<file path="src/rtl/acb_pkg.sv">
// Shared constants, codes and control types of the codebook ADPCM decoder.
package acb_pkg;

    localparam int PREDICTORS_DEF = 8;

    // Item kinds on the input channel.
    localparam logic [1:0] KIND_BOOK    = 2'd0;
    localparam logic [1:0] KIND_HISTORY = 2'd1;
    localparam logic [1:0] KIND_STREAM  = 2'd2;

    localparam int FRAC_BITS = 11;
    localparam int ACC_W     = 36;
    localparam int PROD_W    = 32;

    localparam logic signed [15:0] SAMPLE_MIN = -16'sh8000;
    localparam logic signed [15:0] SAMPLE_MAX = 16'sh7fff;

    // Sequencer states, one-hot.
    typedef enum logic [5:0] {
        ST_IDLE = 6'b000001,
        ST_INIT = 6'b000010,
        ST_RD   = 6'b000100,
        ST_MUL  = 6'b001000,
        ST_ACC  = 6'b010000,
        ST_PUT  = 6'b100000
    } acb_state_t;

    // Commands from the controller to the datapath.
    typedef struct packed {
        logic       take;
        logic       init;
        logic       mul;
        logic       acc;
        logic       put;
        logic       last;
        logic [2:0] j;
        logic [3:0] term;
    } acb_cmd_t;

    // Status from the datapath to the controller.
    typedef struct packed {
        logic       decode;
        logic       two_bit;
        logic [2:0] base;
        logic       out_free;
    } acb_status_t;

endpackage

</file>
<file path="src/rtl/acb_in_if.sv">
// Input channel of the decoder: one stream, codebook or history transaction.
interface acb_in_if;
    logic               valid;
    logic               ready;
    logic [1:0]         kind;
    logic [7:0]         stream_byte;
    logic [6:0]         book_index;
    logic signed [15:0] book_value;
    logic signed [15:0] history_newer;
    logic signed [15:0] history_older;

    modport source (output valid, kind, stream_byte, book_index, book_value,
                    history_newer, history_older, input ready);
    modport sink   (input valid, kind, stream_byte, book_index, book_value,
                    history_newer, history_older, output ready);
endinterface

</file>
<file path="src/rtl/acb_out_if.sv">
// Output channel of the decoder: one decoded sample per transaction.
interface acb_out_if;
    logic               valid;
    logic               ready;
    logic signed [15:0] sample;
    logic               last;

    modport source (output valid, sample, last, input ready);
    modport sink   (input valid, sample, last, output ready);
endinterface

</file>
<file path="src/rtl/acb_cfg_if.sv">
// Configuration write channel carrying the residual mode register.
interface acb_cfg_if;
    logic valid;
    logic ready;
    logic two_bit_mode;

    modport source (output valid, two_bit_mode, input ready);
    modport sink   (input valid, two_bit_mode, output ready);
endinterface

</file>
<file path="src/rtl/acb_ram.sv">
// Generic single-port-write, single-port-read RAM with registered read data.
module acb_ram #(
    parameter int WIDTH = 16,
    parameter int DEPTH = 128
) (
    input  logic                     clk,
    input  logic                     we,
    input  logic [$clog2(DEPTH)-1:0] waddr,
    input  logic [WIDTH-1:0]         wdata,
    input  logic [$clog2(DEPTH)-1:0] raddr,
    output logic [WIDTH-1:0]         rdata
);
    logic [WIDTH-1:0] mem [DEPTH];

    // Write port and registered read port.
    always_ff @(posedge clk)
    begin
        if (we)
        begin
            mem[waddr] <= wdata;
        end
        rdata <= mem[raddr];
    end
endmodule

</file>
<file path="src/rtl/acb_datapath.sv">
// Datapath: frame state, residual group, codebook RAM, MAC and output register.
module acb_datapath #(
    parameter int PREDICTORS = acb_pkg::PREDICTORS_DEF
) (
    input  logic                  clk,
    input  logic                  rst_n,
    input  logic                  two_bit_mode,
    input  logic [1:0]            kind,
    input  logic [7:0]            stream_byte,
    input  logic [6:0]            book_index,
    input  logic signed [15:0]    book_value,
    input  logic signed [15:0]    history_newer,
    input  logic signed [15:0]    history_older,
    input  acb_pkg::acb_cmd_t     cmd,
    output acb_pkg::acb_status_t  status,
    output logic                  out_valid,
    input  logic                  out_ready,
    output logic signed [15:0]    out_sample,
    output logic                  out_last
);
    import acb_pkg::*;

    localparam int BOOK_WORDS = PREDICTORS * 16;
    localparam int ADDR_W     = $clog2(BOOK_WORDS);

    logic [3:0]         pos_reg;
    logic [3:0]         shift_reg;
    logic [3:0]         pred_reg;
    logic signed [15:0] newer_reg;
    logic signed [15:0] older_reg;
    logic [15:0]        res_reg [8];
    logic [2:0]         base_reg;
    logic               two_reg;
    logic               endg_reg;
    logic signed [ACC_W-1:0]  acc_reg;
    logic signed [PROD_W-1:0] prod_reg;
    logic signed [15:0] last_s_reg;
    logic               out_valid_reg;
    logic signed [15:0] out_sample_reg;
    logic               out_last_reg;

    logic [3:0]  pred_tab [16];
    logic        is_data;
    logic        book_we;
    logic [7:0]  waddr_w;
    logic [7:0]  raddr_w;
    logic [2:0]  col;
    logic        row;
    logic [15:0] coef;
    logic signed [15:0] operand;
    logic [3:0]  d;
    logic [1:0]  slot;
    logic [2:0]  base_new;
    logic        endg_new;
    logic [3:0]  flen;
    logic signed [ACC_W-FRAC_BITS-1:0] q;
    logic signed [15:0] q_sat;

    // Predictor index reduction, a constant table.
    for (genvar i = 0; i < 16; i++)
    begin : g_pred
        assign pred_tab[i] = 4'(i % PREDICTORS);
    end

    // Residual code to shifted, wrapped 16-bit value.
    function automatic logic [15:0] make_res(input logic [3:0] code, input logic two,
                                             input logic [3:0] sh);
        logic [15:0] v;
        begin
            if (two)
            begin
                v = {{14{code[1]}}, code[1:0]};
            end
            else
            begin
                v = {{12{code[3]}}, code};
            end
            return v << sh;
        end
    endfunction

    assign is_data = (kind == KIND_STREAM) && (pos_reg != 4'd0);
    assign d       = pos_reg - 4'd1;
    assign slot    = two_bit_mode ? {1'b0, d[0]} : d[1:0];
    assign base_new = two_bit_mode ? {slot[0], 2'b00} : {slot, 1'b0};
    assign endg_new = two_bit_mode ? (slot == 2'd1) : (slot == 2'd3);
    assign flen     = two_bit_mode ? 4'd4 : 4'd8;

    // Codebook storage.
    assign book_we = cmd.take && (kind == KIND_BOOK)
                     && ({2'b00, book_index} < 9'(BOOK_WORDS));
    assign waddr_w = {1'b0, book_index};
    assign row     = (cmd.term != 4'd0);
    assign col     = (cmd.term == 4'd0) ? cmd.j : 3'(cmd.j + 3'd1 - cmd.term[2:0]);
    assign raddr_w = {pred_reg, row, col};

    acb_ram #(.WIDTH(16), .DEPTH(BOOK_WORDS)) u_book (
        .clk   (clk),
        .we    (book_we),
        .waddr (waddr_w[ADDR_W-1:0]),
        .wdata (book_value),
        .raddr (raddr_w[ADDR_W-1:0]),
        .rdata (coef)
    );

    // Multiplier operand: older, newer, then earlier residuals of the group.
    always_comb
    begin
        case (cmd.term)
            4'd0:    operand = older_reg;
            4'd1:    operand = newer_reg;
            default: operand = res_reg[3'(cmd.term - 4'd2)];
        endcase
    end

    // Rounding toward minus infinity and saturation.
    assign q = acc_reg[ACC_W-1:FRAC_BITS];
    always_comb
    begin
        if (q < (ACC_W-FRAC_BITS)'(SAMPLE_MIN))
        begin
            q_sat = SAMPLE_MIN;
        end
        else if (q > (ACC_W-FRAC_BITS)'(SAMPLE_MAX))
        begin
            q_sat = SAMPLE_MAX;
        end
        else
        begin
            q_sat = q[15:0];
        end
    end

    // Frame, history and output control state.
    always_ff @(posedge clk or negedge rst_n)
    begin
        if (!rst_n)
        begin
            pos_reg       <= '0;
            shift_reg     <= '0;
            pred_reg      <= '0;
            newer_reg     <= '0;
            older_reg     <= '0;
            out_valid_reg <= 1'b0;
        end
        else
        begin
            if (cmd.take && kind == KIND_HISTORY)
            begin
                newer_reg <= history_newer;
                older_reg <= history_older;
                pos_reg   <= '0;
            end
            else if (cmd.take && kind == KIND_STREAM)
            begin
                if (pos_reg == 4'd0)
                begin
                    shift_reg <= stream_byte[7:4];
                    pred_reg  <= pred_tab[stream_byte[3:0]];
                    pos_reg   <= 4'd1;
                end
                else if (pos_reg >= flen)
                begin
                    pos_reg <= '0;
                end
                else
                begin
                    pos_reg <= pos_reg + 4'd1;
                end
            end
            if (cmd.put && cmd.last && endg_reg)
            begin
                older_reg <= last_s_reg;
                newer_reg <= q_sat;
            end
            if (cmd.put)
            begin
                out_valid_reg <= 1'b1;
            end
            else if (out_ready)
            begin
                out_valid_reg <= 1'b0;
            end
        end
    end

    // Residuals, byte context and MAC.
    always_ff @(posedge clk)
    begin
        if (cmd.take && is_data)
        begin
            base_reg <= base_new;
            two_reg  <= two_bit_mode;
            endg_reg <= endg_new;
            if (two_bit_mode)
            begin
                res_reg[base_new]        <= make_res({2'b00, stream_byte[7:6]}, 1'b1, shift_reg);
                res_reg[base_new + 3'd1] <= make_res({2'b00, stream_byte[5:4]}, 1'b1, shift_reg);
                res_reg[base_new + 3'd2] <= make_res({2'b00, stream_byte[3:2]}, 1'b1, shift_reg);
                res_reg[base_new + 3'd3] <= make_res({2'b00, stream_byte[1:0]}, 1'b1, shift_reg);
            end
            else
            begin
                res_reg[base_new]        <= make_res(stream_byte[7:4], 1'b0, shift_reg);
                res_reg[base_new + 3'd1] <= make_res(stream_byte[3:0], 1'b0, shift_reg);
            end
        end
        if (cmd.init)
        begin
            acc_reg <= ACC_W'($signed(res_reg[cmd.j])) <<< FRAC_BITS;
        end
        else if (cmd.acc)
        begin
            acc_reg <= acc_reg + ACC_W'(prod_reg);
        end
        if (cmd.mul)
        begin
            prod_reg <= $signed(coef) * operand;
        end
        if (cmd.put)
        begin
            last_s_reg     <= q_sat;
            out_sample_reg <= q_sat;
            out_last_reg   <= cmd.last;
        end
    end

    assign status.decode   = is_data;
    assign status.two_bit  = two_reg;
    assign status.base     = base_reg;
    assign status.out_free = !out_valid_reg || out_ready;

    assign out_valid  = out_valid_reg;
    assign out_sample = out_sample_reg;
    assign out_last   = out_last_reg;
endmodule

</file>
<file path="src/rtl/acb_ctrl.sv">
// Controller: sequences samples and MAC terms for each data byte.
module acb_ctrl (
    input  logic                 clk,
    input  logic                 rst_n,
    input  logic                 in_valid,
    output logic                 in_ready,
    input  acb_pkg::acb_status_t status,
    output acb_pkg::acb_cmd_t    cmd
);
    import acb_pkg::*;

    acb_state_t state_reg;
    acb_state_t state_next;
    logic [1:0] n_reg;
    logic [1:0] n_next;
    logic [3:0] term_reg;
    logic [3:0] term_next;
    logic [2:0] j;
    logic       last;

    assign j    = status.base + {1'b0, n_reg};
    assign last = status.two_bit ? (n_reg == 2'd3) : (n_reg == 2'd1);

    // Next-state logic.
    always_comb
    begin
        state_next = state_reg;
        n_next     = n_reg;
        term_next  = term_reg;
        case (state_reg)
            ST_IDLE:
            begin
                if (in_valid && status.decode)
                begin
                    state_next = ST_INIT;
                    n_next     = '0;
                end
            end
            ST_INIT:
            begin
                term_next  = '0;
                state_next = ST_RD;
            end
            ST_RD:  state_next = ST_MUL;
            ST_MUL: state_next = ST_ACC;
            ST_ACC:
            begin
                if (term_reg == {1'b0, j} + 4'd1)
                begin
                    state_next = ST_PUT;
                end
                else
                begin
                    term_next  = term_reg + 4'd1;
                    state_next = ST_RD;
                end
            end
            ST_PUT:
            begin
                if (status.out_free)
                begin
                    n_next     = n_reg + 2'd1;
                    state_next = last ? ST_IDLE : ST_INIT;
                end
            end
            default: state_next = ST_IDLE;
        endcase
    end

    // State registers.
    always_ff @(posedge clk or negedge rst_n)
    begin
        if (!rst_n)
        begin
            state_reg <= ST_IDLE;
            n_reg     <= '0;
            term_reg  <= '0;
        end
        else
        begin
            state_reg <= state_next;
            n_reg     <= n_next;
            term_reg  <= term_next;
        end
    end

    assign in_ready = (state_reg == ST_IDLE);

    assign cmd.take = (state_reg == ST_IDLE) && in_valid;
    assign cmd.init = (state_reg == ST_INIT);
    assign cmd.mul  = (state_reg == ST_MUL);
    assign cmd.acc  = (state_reg == ST_ACC);
    assign cmd.put  = (state_reg == ST_PUT) && status.out_free;
    assign cmd.last = last;
    assign cmd.j    = j;
    assign cmd.term = term_reg;
endmodule

</file>
<file path="src/rtl/adpcm_codebook_decoder.sv">
// Top level of the order-2 codebook ADPCM decoder.
//
//  channel | role  | payload
//  in_ch   | sink  | kind, stream_byte, book_index, book_value, history_newer/older
//  out_ch  | source| sample, last
//  cfg     | sink  | two_bit_mode (always ready)
//
// Codebook writes, history sets and header bytes are accepted straight from idle.
// A data byte decodes 2 or 4 samples; sample j of the group sums j+2 products, one
// term at a time on the single shared multiplier and the one codebook read port.
// While a byte is being decoded in_ch.ready is low; a full output register
// stalls the sequencer before it loads the next sample.
// Reset clears frame state and history; the codebook holds no reset value.
module adpcm_codebook_decoder #(
    parameter int PREDICTORS = acb_pkg::PREDICTORS_DEF
) (
    input  logic      clk,
    input  logic      rst_n,
    acb_in_if.sink    in_ch,
    acb_out_if.source out_ch,
    acb_cfg_if.sink   cfg
);
    import acb_pkg::*;

    acb_cmd_t    cmd;
    acb_status_t status;
    logic        mode_reg;

    // Mode register.
    always_ff @(posedge clk or negedge rst_n)
    begin
        if (!rst_n)
        begin
            mode_reg <= 1'b0;
        end
        else if (cfg.valid)
        begin
            mode_reg <= cfg.two_bit_mode;
        end
    end
    assign cfg.ready = 1'b1;

    acb_ctrl u_ctrl (
        .clk      (clk),
        .rst_n    (rst_n),
        .in_valid (in_ch.valid),
        .in_ready (in_ch.ready),
        .status   (status),
        .cmd      (cmd)
    );

    acb_datapath #(.PREDICTORS(PREDICTORS)) u_dp (
        .clk           (clk),
        .rst_n         (rst_n),
        .two_bit_mode  (mode_reg),
        .kind          (in_ch.kind),
        .stream_byte   (in_ch.stream_byte),
        .book_index    (in_ch.book_index),
        .book_value    (in_ch.book_value),
        .history_newer (in_ch.history_newer),
        .history_older (in_ch.history_older),
        .cmd           (cmd),
        .status        (status),
        .out_valid     (out_ch.valid),
        .out_ready     (out_ch.ready),
        .out_sample    (out_ch.sample),
        .out_last      (out_ch.last)
    );
endmodule

</file>
<file path="src/flat_wrapper.sv">
// flat-port wrapper written by rule: the top's interface ports become plain ports
module adpcm_codebook_decoder_flat import acb_pkg::*;
#(
    parameter int PREDICTORS = acb_pkg::PREDICTORS_DEF
)
  (clk, rst_n, in_ch_valid, in_ch_kind, in_ch_stream_byte, in_ch_book_index, in_ch_book_value, in_ch_history_newer, in_ch_history_older, in_ch_ready, out_ch_valid, out_ch_sample, out_ch_last, out_ch_ready, cfg_valid, cfg_two_bit_mode, cfg_ready);
  acb_in_if in_ch_i ();
  acb_out_if out_ch_i ();
  acb_cfg_if cfg_i ();
  input  logic clk;
  input  logic rst_n;
  input wire logic [$bits(in_ch_i.valid)-1:0] in_ch_valid;
  input wire logic [$bits(in_ch_i.kind)-1:0] in_ch_kind;
  input wire logic [$bits(in_ch_i.stream_byte)-1:0] in_ch_stream_byte;
  input wire logic [$bits(in_ch_i.book_index)-1:0] in_ch_book_index;
  input wire logic [$bits(in_ch_i.book_value)-1:0] in_ch_book_value;
  input wire logic [$bits(in_ch_i.history_newer)-1:0] in_ch_history_newer;
  input wire logic [$bits(in_ch_i.history_older)-1:0] in_ch_history_older;
  output wire logic [$bits(in_ch_i.ready)-1:0] in_ch_ready;
  output wire logic [$bits(out_ch_i.valid)-1:0] out_ch_valid;
  output wire logic [$bits(out_ch_i.sample)-1:0] out_ch_sample;
  output wire logic [$bits(out_ch_i.last)-1:0] out_ch_last;
  input wire logic [$bits(out_ch_i.ready)-1:0] out_ch_ready;
  input wire logic [$bits(cfg_i.valid)-1:0] cfg_valid;
  input wire logic [$bits(cfg_i.two_bit_mode)-1:0] cfg_two_bit_mode;
  output wire logic [$bits(cfg_i.ready)-1:0] cfg_ready;
  assign in_ch_i.valid = in_ch_valid;
  assign in_ch_i.kind = in_ch_kind;
  assign in_ch_i.stream_byte = in_ch_stream_byte;
  assign in_ch_i.book_index = in_ch_book_index;
  assign in_ch_i.book_value = in_ch_book_value;
  assign in_ch_i.history_newer = in_ch_history_newer;
  assign in_ch_i.history_older = in_ch_history_older;
  assign in_ch_ready = in_ch_i.ready;
  assign out_ch_valid = out_ch_i.valid;
  assign out_ch_sample = out_ch_i.sample;
  assign out_ch_last = out_ch_i.last;
  assign out_ch_i.ready = out_ch_ready;
  assign cfg_i.valid = cfg_valid;
  assign cfg_i.two_bit_mode = cfg_two_bit_mode;
  assign cfg_ready = cfg_i.ready;
  adpcm_codebook_decoder #(.PREDICTORS(PREDICTORS)) u_core (.clk(clk), .rst_n(rst_n), .in_ch(in_ch_i), .out_ch(out_ch_i), .cfg(cfg_i));
endmodule
</file>
<file path="config.mk">
export PLATFORM = sky130hd
export DESIGN_NAME = adpcm_codebook_decoder_flat
export DESIGN_NICKNAME = d
export VERILOG_FILES = /design/src/rtl/acb_pkg.sv /design/src/rtl/acb_in_if.sv /design/src/rtl/acb_out_if.sv /design/src/rtl/acb_cfg_if.sv /design/src/rtl/acb_ram.sv /design/src/rtl/acb_datapath.sv /design/src/rtl/acb_ctrl.sv /design/src/rtl/adpcm_codebook_decoder.sv /design/src/flat_wrapper.sv
export SDC_FILE = /design/constraint.sdc
export NUM_CORES = 2
export LEC_CHECK = 0
export BUFFER_PORTS_ARGS = -buffer_cell sky130_fd_sc_hd__buf_2
export CAP_MARGIN = 20
export CORE_MARGIN = 5
export CORE_UTILIZATION = 47
export CTS_CLUSTER_DIAMETER = 80
export CTS_CLUSTER_SIZE = 40
export DETAILED_ROUTE_END_ITERATION = 10
export SLEW_MARGIN = 20
export SYNTH_ARGS = -nofsm -noshare
export SYNTH_HDL_FRONTEND = slang
export SYNTH_SLANG_ARGS = --single-unit
</file>
<file path="constraint.sdc">
create_clock -name clk -period 10 [get_ports clk]
set_clock_uncertainty 0.05 [all_clocks]
set_input_delay 0.5 -clock clk [delete_from_list [all_inputs] [get_ports clk]]
set_output_delay 0.5 -clock clk [all_outputs]
set_load 0.02 [all_outputs]
</file>
# --- After elaboration in Yosys (flattened, before gate mapping) ---
# Memories as Yosys holds them, arrays and structs flattened. A register that Yosys moved wholly into a read port is not among the register bits.
# Cells that the tools add are included.
totals:
  reg_bits: 144
  ram_bits: 2176
  rom_bits: 64
  input_bits: 71
  output_inout_bits: 20
  elab_cells: 144
  n_memories: 3
op_classes:
  n_addsub: 13
  n_mul: 1
  n_lt_le_gt_ge: 3
  eq_ne: 17
  shifts: 6
  muxes: 53
  bitwise: 4
  reduce_logical: 27
mem_list:
  columns: ["name", "depth", "width", "read_ports", "rd_clocked_by_memory_dff", "write_ports", "line_no", "source"]
  rows:
  - ["u_core.u_dp.u_book.mem", 128, 16, 1, 1, 1, "acb_ram.sv:13", "logic [WIDTH-1:0] mem [DEPTH];"]
  - ["u_core.u_dp.res_reg", 8, 16, 2, 0, 4, "acb_datapath.sv:31", "logic [15:0] res_reg [8];"]
  - ["(no name shown)", 16, 4, 1, 1, 0, "acb_datapath.sv:159", "pred_reg <= pred_tab[stream_byte[3:0]];"]
op_table:
  columns: ["op", "count"]
  rows:
  - ["2-to-1 mux 16 bit", 20]
  - ["left shift 16 x 4 -> 16 bit", 6]
  - ["2-to-1 mux 36 bit", 2]
  - ["adder 36 x 32 -> 36 bit", 1]
  - ["case mux 6 bit (6 select lines)", 1]
  - ["multiplier 16 x 16 -> 32 bit", 1]
  - ["case mux 16 bit (2 select lines)", 1]
  - ["> comparator 25 x 16 -> 1 bit (second input constant)", 1]
  - ["less-than comparator 25 x 16 -> 1 bit (second input constant)", 1]
  - ["2-to-1 mux 4 bit", 6]
  - ["2-to-1 mux 6 bit", 3]
  - ["2-to-1 mux 1 bit", 12]
  - ["logical AND 1 bit", 10]
  - ["nonzero test 2 bit", 5]
  - ["adder 4 x 1 -> 4 bit (second input constant)", 2]
  - ["zero test 4 bit", 2]
  - ["2-to-1 mux 2 bit", 4]
  - ["case mux 4 bit (2 select lines)", 1]
  - ["nonzero test 4 bit", 2]
  - ["adder 3 x 1 -> 3 bit (second input constant)", 2]
  - ["adder 3 x 2 -> 3 bit (second input constant)", 2]
  - ["== test 2 x 1 -> 1 bit (second input constant)", 3]
  - ["== test 2 bit (second input constant)", 3]
  - ["== test 6 x 1 -> 1 bit (second input constant)", 1]
  - ["26 further kinds", 32]

# --- Logic depth before layout (Yosys ltp) ---
depth:
  depth_word: 6
  depth_mapped: 36
  depth_no_buf: 30

# --- Modules after synthesis ---
# From an unflattened synthesis, not the netlist that was laid out.
unflattened:
  cells_unflattened: 5675
  area_unflattened_um2: 104405.1
modules_own_cells:
  columns: ["mod", "instances", "cells_per_inst", "area_each_um2", "seq_area_each_um2"]
  rows:
  - ["acb_ram", 1, 3086, 78522.8, 61819.3]
  - ["acb_datapath", 1, 2504, 25040.3, 7507.2]
  - ["acb_ctrl", 1, 81, 790.8, 301.5]
  - ["adpcm_codebook_decoder", 1, 4, 51.3, 25.0]

# --- Least setup slack after synthesis ---
# OpenSTA, ideal clock, no wires.
synth_path:
  path_type: "reg-to-reg"
  from: "register u_core.u_ctrl.term_reg[1]"
  to: "register u_core.u_dp.prod_reg[30], data pin"
  setup_time_ns: 0.266
  t_arrival_ns: 8.251
  required_ns: 9.684
  slack_ns: 1.433
  stages_incl_launch_ff: 36
  n_path_buf: 7
  synth_period_minus_slack_ns: 8.567
  path_cell_list: "dfrtp_1 clkbuf_1 clkbuf_1 clkbuf_1 inv_1 ha_1 nor2b_1 nor2b_1 clkbuf_1 clkbuf_1 clkbuf_1 a22oi_1 o21ai_1 clkbuf_1 nand2_1 fa_1 inv_1 fa_1 inv_1 fa_1 inv_1 fa_1 fa_1 inv_1 fa_1 inv_1 ha_1 nand4_1 inv_1 a211o_1 a22oi_1 a2111oi_0 o21ai_0 a21oi_1 o41ai_1 xnor2_1"
synth_via:
  elab_chain_cells: 4
  word_cells_on_any_way: 6
  classes_between: "add/sub: 1; mul: 1; eq/ne: 1; mux: 1; reduce/logical: 1; memory: 1"
synth_lines:
  columns: ["item", "line_no", "source"]
  rows:
  - ["start: declaration", "acb_ctrl.sv:16", "logic [3:0] term_reg;"]
  - ["start signal: assignment", "acb_ctrl.sv:83", "term_reg <= term_next;"]
  - ["subtractor 3 x 2 -> 3 bit", "acb_datapath.sv:112", "default: operand = res_reg[3'(cmd.term - 4'd2)];"]
  - ["memory (8 x 16 bit)", null, null]
  - ["case mux 16 bit (2 select lines) (*)", "acb_datapath.sv:109", "case (cmd.term)"]
  - ["multiplier 16 x 16 -> 32 bit (*)", "acb_datapath.sv:218", "prod_reg <= $signed(coef) * operand;"]
  - ["end signal: assignment", "acb_datapath.sv:218", null]
  - ["end: declaration", "acb_datapath.sv:36", "logic signed [PROD_W-1:0] prod_reg;"]
# Mark *: on every way between the ends. The rest lies on a longest branch, timed or not.
# A chain may end at the register's enable or synchronous reset.

# --- Worst setup path after layout ---
layout_path:
  from: "register u_core.u_ctrl.term_reg[1]"
  to: "register u_core.u_dp.prod_reg[31], data pin"
# The elaborated chain is that of the path after synthesis.

==> results.txt <==
- Root Buffer Master: clkbuf_16
- Post-synth top flop: edfxtp_1
* Post-CTS setup buffers: 0
- Number of standard cells after synthesis: 8630
- The critical path is of the flip-flop to flip-flop type.
* Critical Path Slowest Stage Cell: fa_1
* Die span in y: 488 um
- The max-slew violation count was 0.
* Clock tree sinks: 2338
- The H-tree generated during clock tree synthesis spans 3 levels.
- TritonCTS built the clock tree.
- After synthesis the netlist holds a flip-flop and latch count of 2338.
- After filler insertion, the fill cell instance count of the layout stands at 19400.
* Max-cap viol count: 0
- The final count of hold timing violations is 0.
* Width of the die: 488 um
* Top cell type's share of synthesized area: 63.1%
- The later pin in the worst-skew pair is clocked with a latency of 0.85 ns.
- Crit. End Element: flip-flop
- In this run the most critical hold path is launched from in_ch_kind[0].
* Detailed-route via count: 70600
* Arrival @ worst endpoint: 9.08 ns
- In this run the deepest clock path goes through 3 buffers.
- Area of the core: 0.227 mm2
- Count of flip-flops with a built-in enable after synthesis: 2254
* Endpoint required time on the critical path: 10.46 ns
- For hold timing, the worst endpoint is u_core.u_dp.pos_reg[2].
- Static timing analysis puts the maximum clock frequency at 0.116 GHz.
- Unrepaired setup endpoints after global routing: no
- Measured in cells, the most critical reg-to-reg path has a length of 29.
- In this design, the largest share of critical-path delay is due to adder cells.
- Detailed placement ended at an HPWL of 195000 um.
- The count of buffers added on input and output ports is 89.
* # DRC: 0
- Setup slack on the worst reg-to-reg path comes out at 1.37 ns.
* Count of TritonRoute iterations in the first routing pass: 5
* Final critical-path required period: 8.63 ns
- Average wire length per cell after detail routing: 27.2 um
- Maximum cell stage delay along the critical path: 0.82 ns
- Post-layout nets: 9108
* Worst hold slack: 0.0818 ns
* Part of the Yosys area used for sequential elements: 64.9%
* Proportion of layout cells with a drive suffix above 1: 8.96%
* Worst setup SP type: flip-flop
- Setup total negative slack on the finished layout was measured at 0 ns.
- Number of instances on the worst hold path: 4
- Setup violations remaining at the end of the flow were counted as 0.
- The startpoint identified for the worst register-to-register timing path is u_core.u_ctrl.term_reg[1].
* Distinct cell type count after synthesis: 94
- Average cell area after synthesis: 12.4 um2
* Via count of the first global-routing pass: 67300
- Yosys printed 0 warnings.
* Top Ports: 91
- Capture instance of the worst register-to-register path: u_core.u_dp.prod_reg[31]
* Status: finished clean
- Buf/Inv on CP: 9
- The min-delay analysis places its worst path in the category input pin to flip-flop.
* Effective utilization at floorplan: 47.2%
- Antenna violations before repair: 15
- Entering global routing, the biggest net connects 149 pins.
- Row Count: 175
* Final GP Congestion: 0.914
* Die Footprint: 0.238 mm2
- CTS buffer count: 112
- Summed over all layers, the global routing overflow is 0.
* P&R area growth vs syn: 8.66%
- The largest total area in the synthesized netlist belongs to edfxtp_1.
- Relative max-transition margin: 15.7%
- Final wirelength: 320000 um
- For this run, asynchronously set or reset flops after synthesis account for 2.44%.
- GRT Resource Usage Total: 26.4%
- The register with the most flip-flops in the layout has 2048 of them.
* Clock-pin slew reported for the worst setup and hold paths after clock tree synthesis: 0.10 ns
* Final worst path period share: 86.3%
- The detailed router finished its first iteration with 9390 violations.
- At the pin with the least slew margin, the transition time is 1.25 ns.
- Biggest area contributors in the synthesized netlist: edfxtp_1 63%, nand2_1 7.4%, fa_1 4.9%, nand3_1 3.3%, mux4_2 2.1%
- Wire length of the first global-routing pass: 467000 um
* Largest fanout on the critical path: 36
- Number of antenna-violating nets in the routed design: 0
- Syn nets: 9094
- Post-synthesis instance area: 0.107 mm2
- Dividing the detail-routed via count by the number of cells gives 6.00.
[worst reg2reg max path: cells and delay by family (launching register included)]
| family | cells | cell delay, ns |
|---|---|---|
| adders and majority gates | 8 | 3.92 |
| xor gates and xnor gates | 1 | 0.08 |
| AOI/OAI and AO/OA | 6 | 1.05 |
| buffers and inverters | 9 | 1.63 |
| and+or+nand+nor | 5 | 1.24 |
| DFF | 1 | 0.37 |
[cell type report]
| class | count | area, um2 | share of cell area, % |
|---|---|---|---|
| diodes | 11 | 27.5 | 0.0236 |
| clock buffers | 119 | 2910 | 2.50 |
| clock inverters | 94 | 1420 | 1.22 |
| inverters | 360 | 1350 | 1.16 |
| multi-input cells | 5407 | 34100 | 29.2 |
| flip-flops and latches | 2338 | 69700 | 59.7 |
| well taps | 3009 | 3760 | 3.23 |
| repair buffers | 425 | 3350 | 2.88 |
[layer usage]
metal | wire length [um] | vias up | global-route usage [%]
met5 | 41 | - | 0
met1 | 130000 | 35900 | 37.2
met2 | 148000 | 3245 | 41.4
li1 | - | 30900 | -
met3 | 28500 | 498 | 4.78
met4 | 13900 | 6 | 9.83
[through the flow]
stage	cell area [um2]	utilization (%)	std cells	setup WS (ns)
final	117000	51.3	11800	1.37
after global routing	117000	51.3	11800	0.867
after CTS	117000	51.3	11800	1.34
after detailed placement	112000	49.2	11500	1.43
after global placement	112000	49.2	11500	1.53
after floorplan	107000	-	8630	1.43
[cells in the final DEF, fill, tap and decap left out, types with 21 or more instances in the layout]
cell type      count
xnor2_1           49
ha_1             129
nand2_1         2121
nor3_1            95
and2_1           149
mux4_2            98
o21a_1            25
mux2i_1          122
o221ai_1          21
dfxtp_1           27
a21o_1            27
buf_4            292
dfrtp_1           52
a21oi_1          366
o31ai_1           21
a31oi_1          151
clkbuf_16        116
and3_1           135
a311oi_1          40
o22ai_1           59
nand3_1          708
dlygate4sd3_1     39
edfxtp_1        2254
a211oi_1          39
inv_1            358
fa_1             263
nor2b_1           25
a22oi_1           23
xor2_1            26
o21ai_0          110
buf_2             74
nor2_1           281
[cell families after synthesis]
| logic type | after synthesis | synth area share, % |
|---|---|---|
| AND/OR/NAND/NOR | 3628 | 14.7 |
| buffers and inverters | 885 | 3.51 |
| other | 1 | 0.00350 |
| flip-flops | 2338 | 64.9 |
| multiplexers | 236 | 3.40 |
| AO/OA/AOI/OAI | 1070 | 6.41 |
| XOR/XNOR | 79 | 0.645 |
| adder cells (fa/ha/maj) | 393 | 6.42 |
[synth_stat cells, types with 22 or more instances]
cell	count
dfrtp_1	56
ha_1	130
a211oi_1	39
a21oi_1	366
nor3_1	97
mux2i_1	122
nor2b_1	26
a22oi_1	23
inv_1	359
a311oi_1	41
xor2_1	28
o21a_1	25
nor2_1	287
o21ai_0	122
and3_1	135
o31ai_1	22
nor4_1	22
and2_1	149
buf_2	209
xnor2_1	51
a31oi_1	151
fa_1	263
a21o_1	29
mux4_2	98
edfxtp_1	2254
dfxtp_1	27
o22ai_1	59
clkbuf_1	223
buf_1	62
nand2_1	2124
nand3_1	708
[how the worst max path moves through the flow]
stage / from / to / slack [ns] / cells past startpoint
finish: u_core.u_ctrl.term_reg[1] / u_core.u_dp.prod_reg[31] / 1.37 / 29
CTS: u_core.u_ctrl.term_reg[1] / u_core.u_dp.prod_reg[31] / 1.34 / 29
detailed placement: u_core.u_ctrl.term_reg[1] / u_core.u_dp.prod_reg[31] / 1.43 / 29
global route: u_core.u_ctrl.term_reg[1] / u_core.u_dp.prod_reg[31] / 0.87 / 29
global placement: u_core.u_ctrl.term_reg[1] / u_core.u_dp.prod_reg[30] / 1.53 / 28
floorplan: u_core.u_ctrl.term_reg[1] / u_core.u_dp.prod_reg[30] / 1.43 / 35
[what timing repair did]
action,4_1_cts,5_1_grt
resized for setup,0,0
endpoints found under the hold margin,94,0
hold buffers,39,0
Power is left out: the tool's default activity adds up to more than one toggle a clock period on the data nets, which glitch-free logic cannot reach.
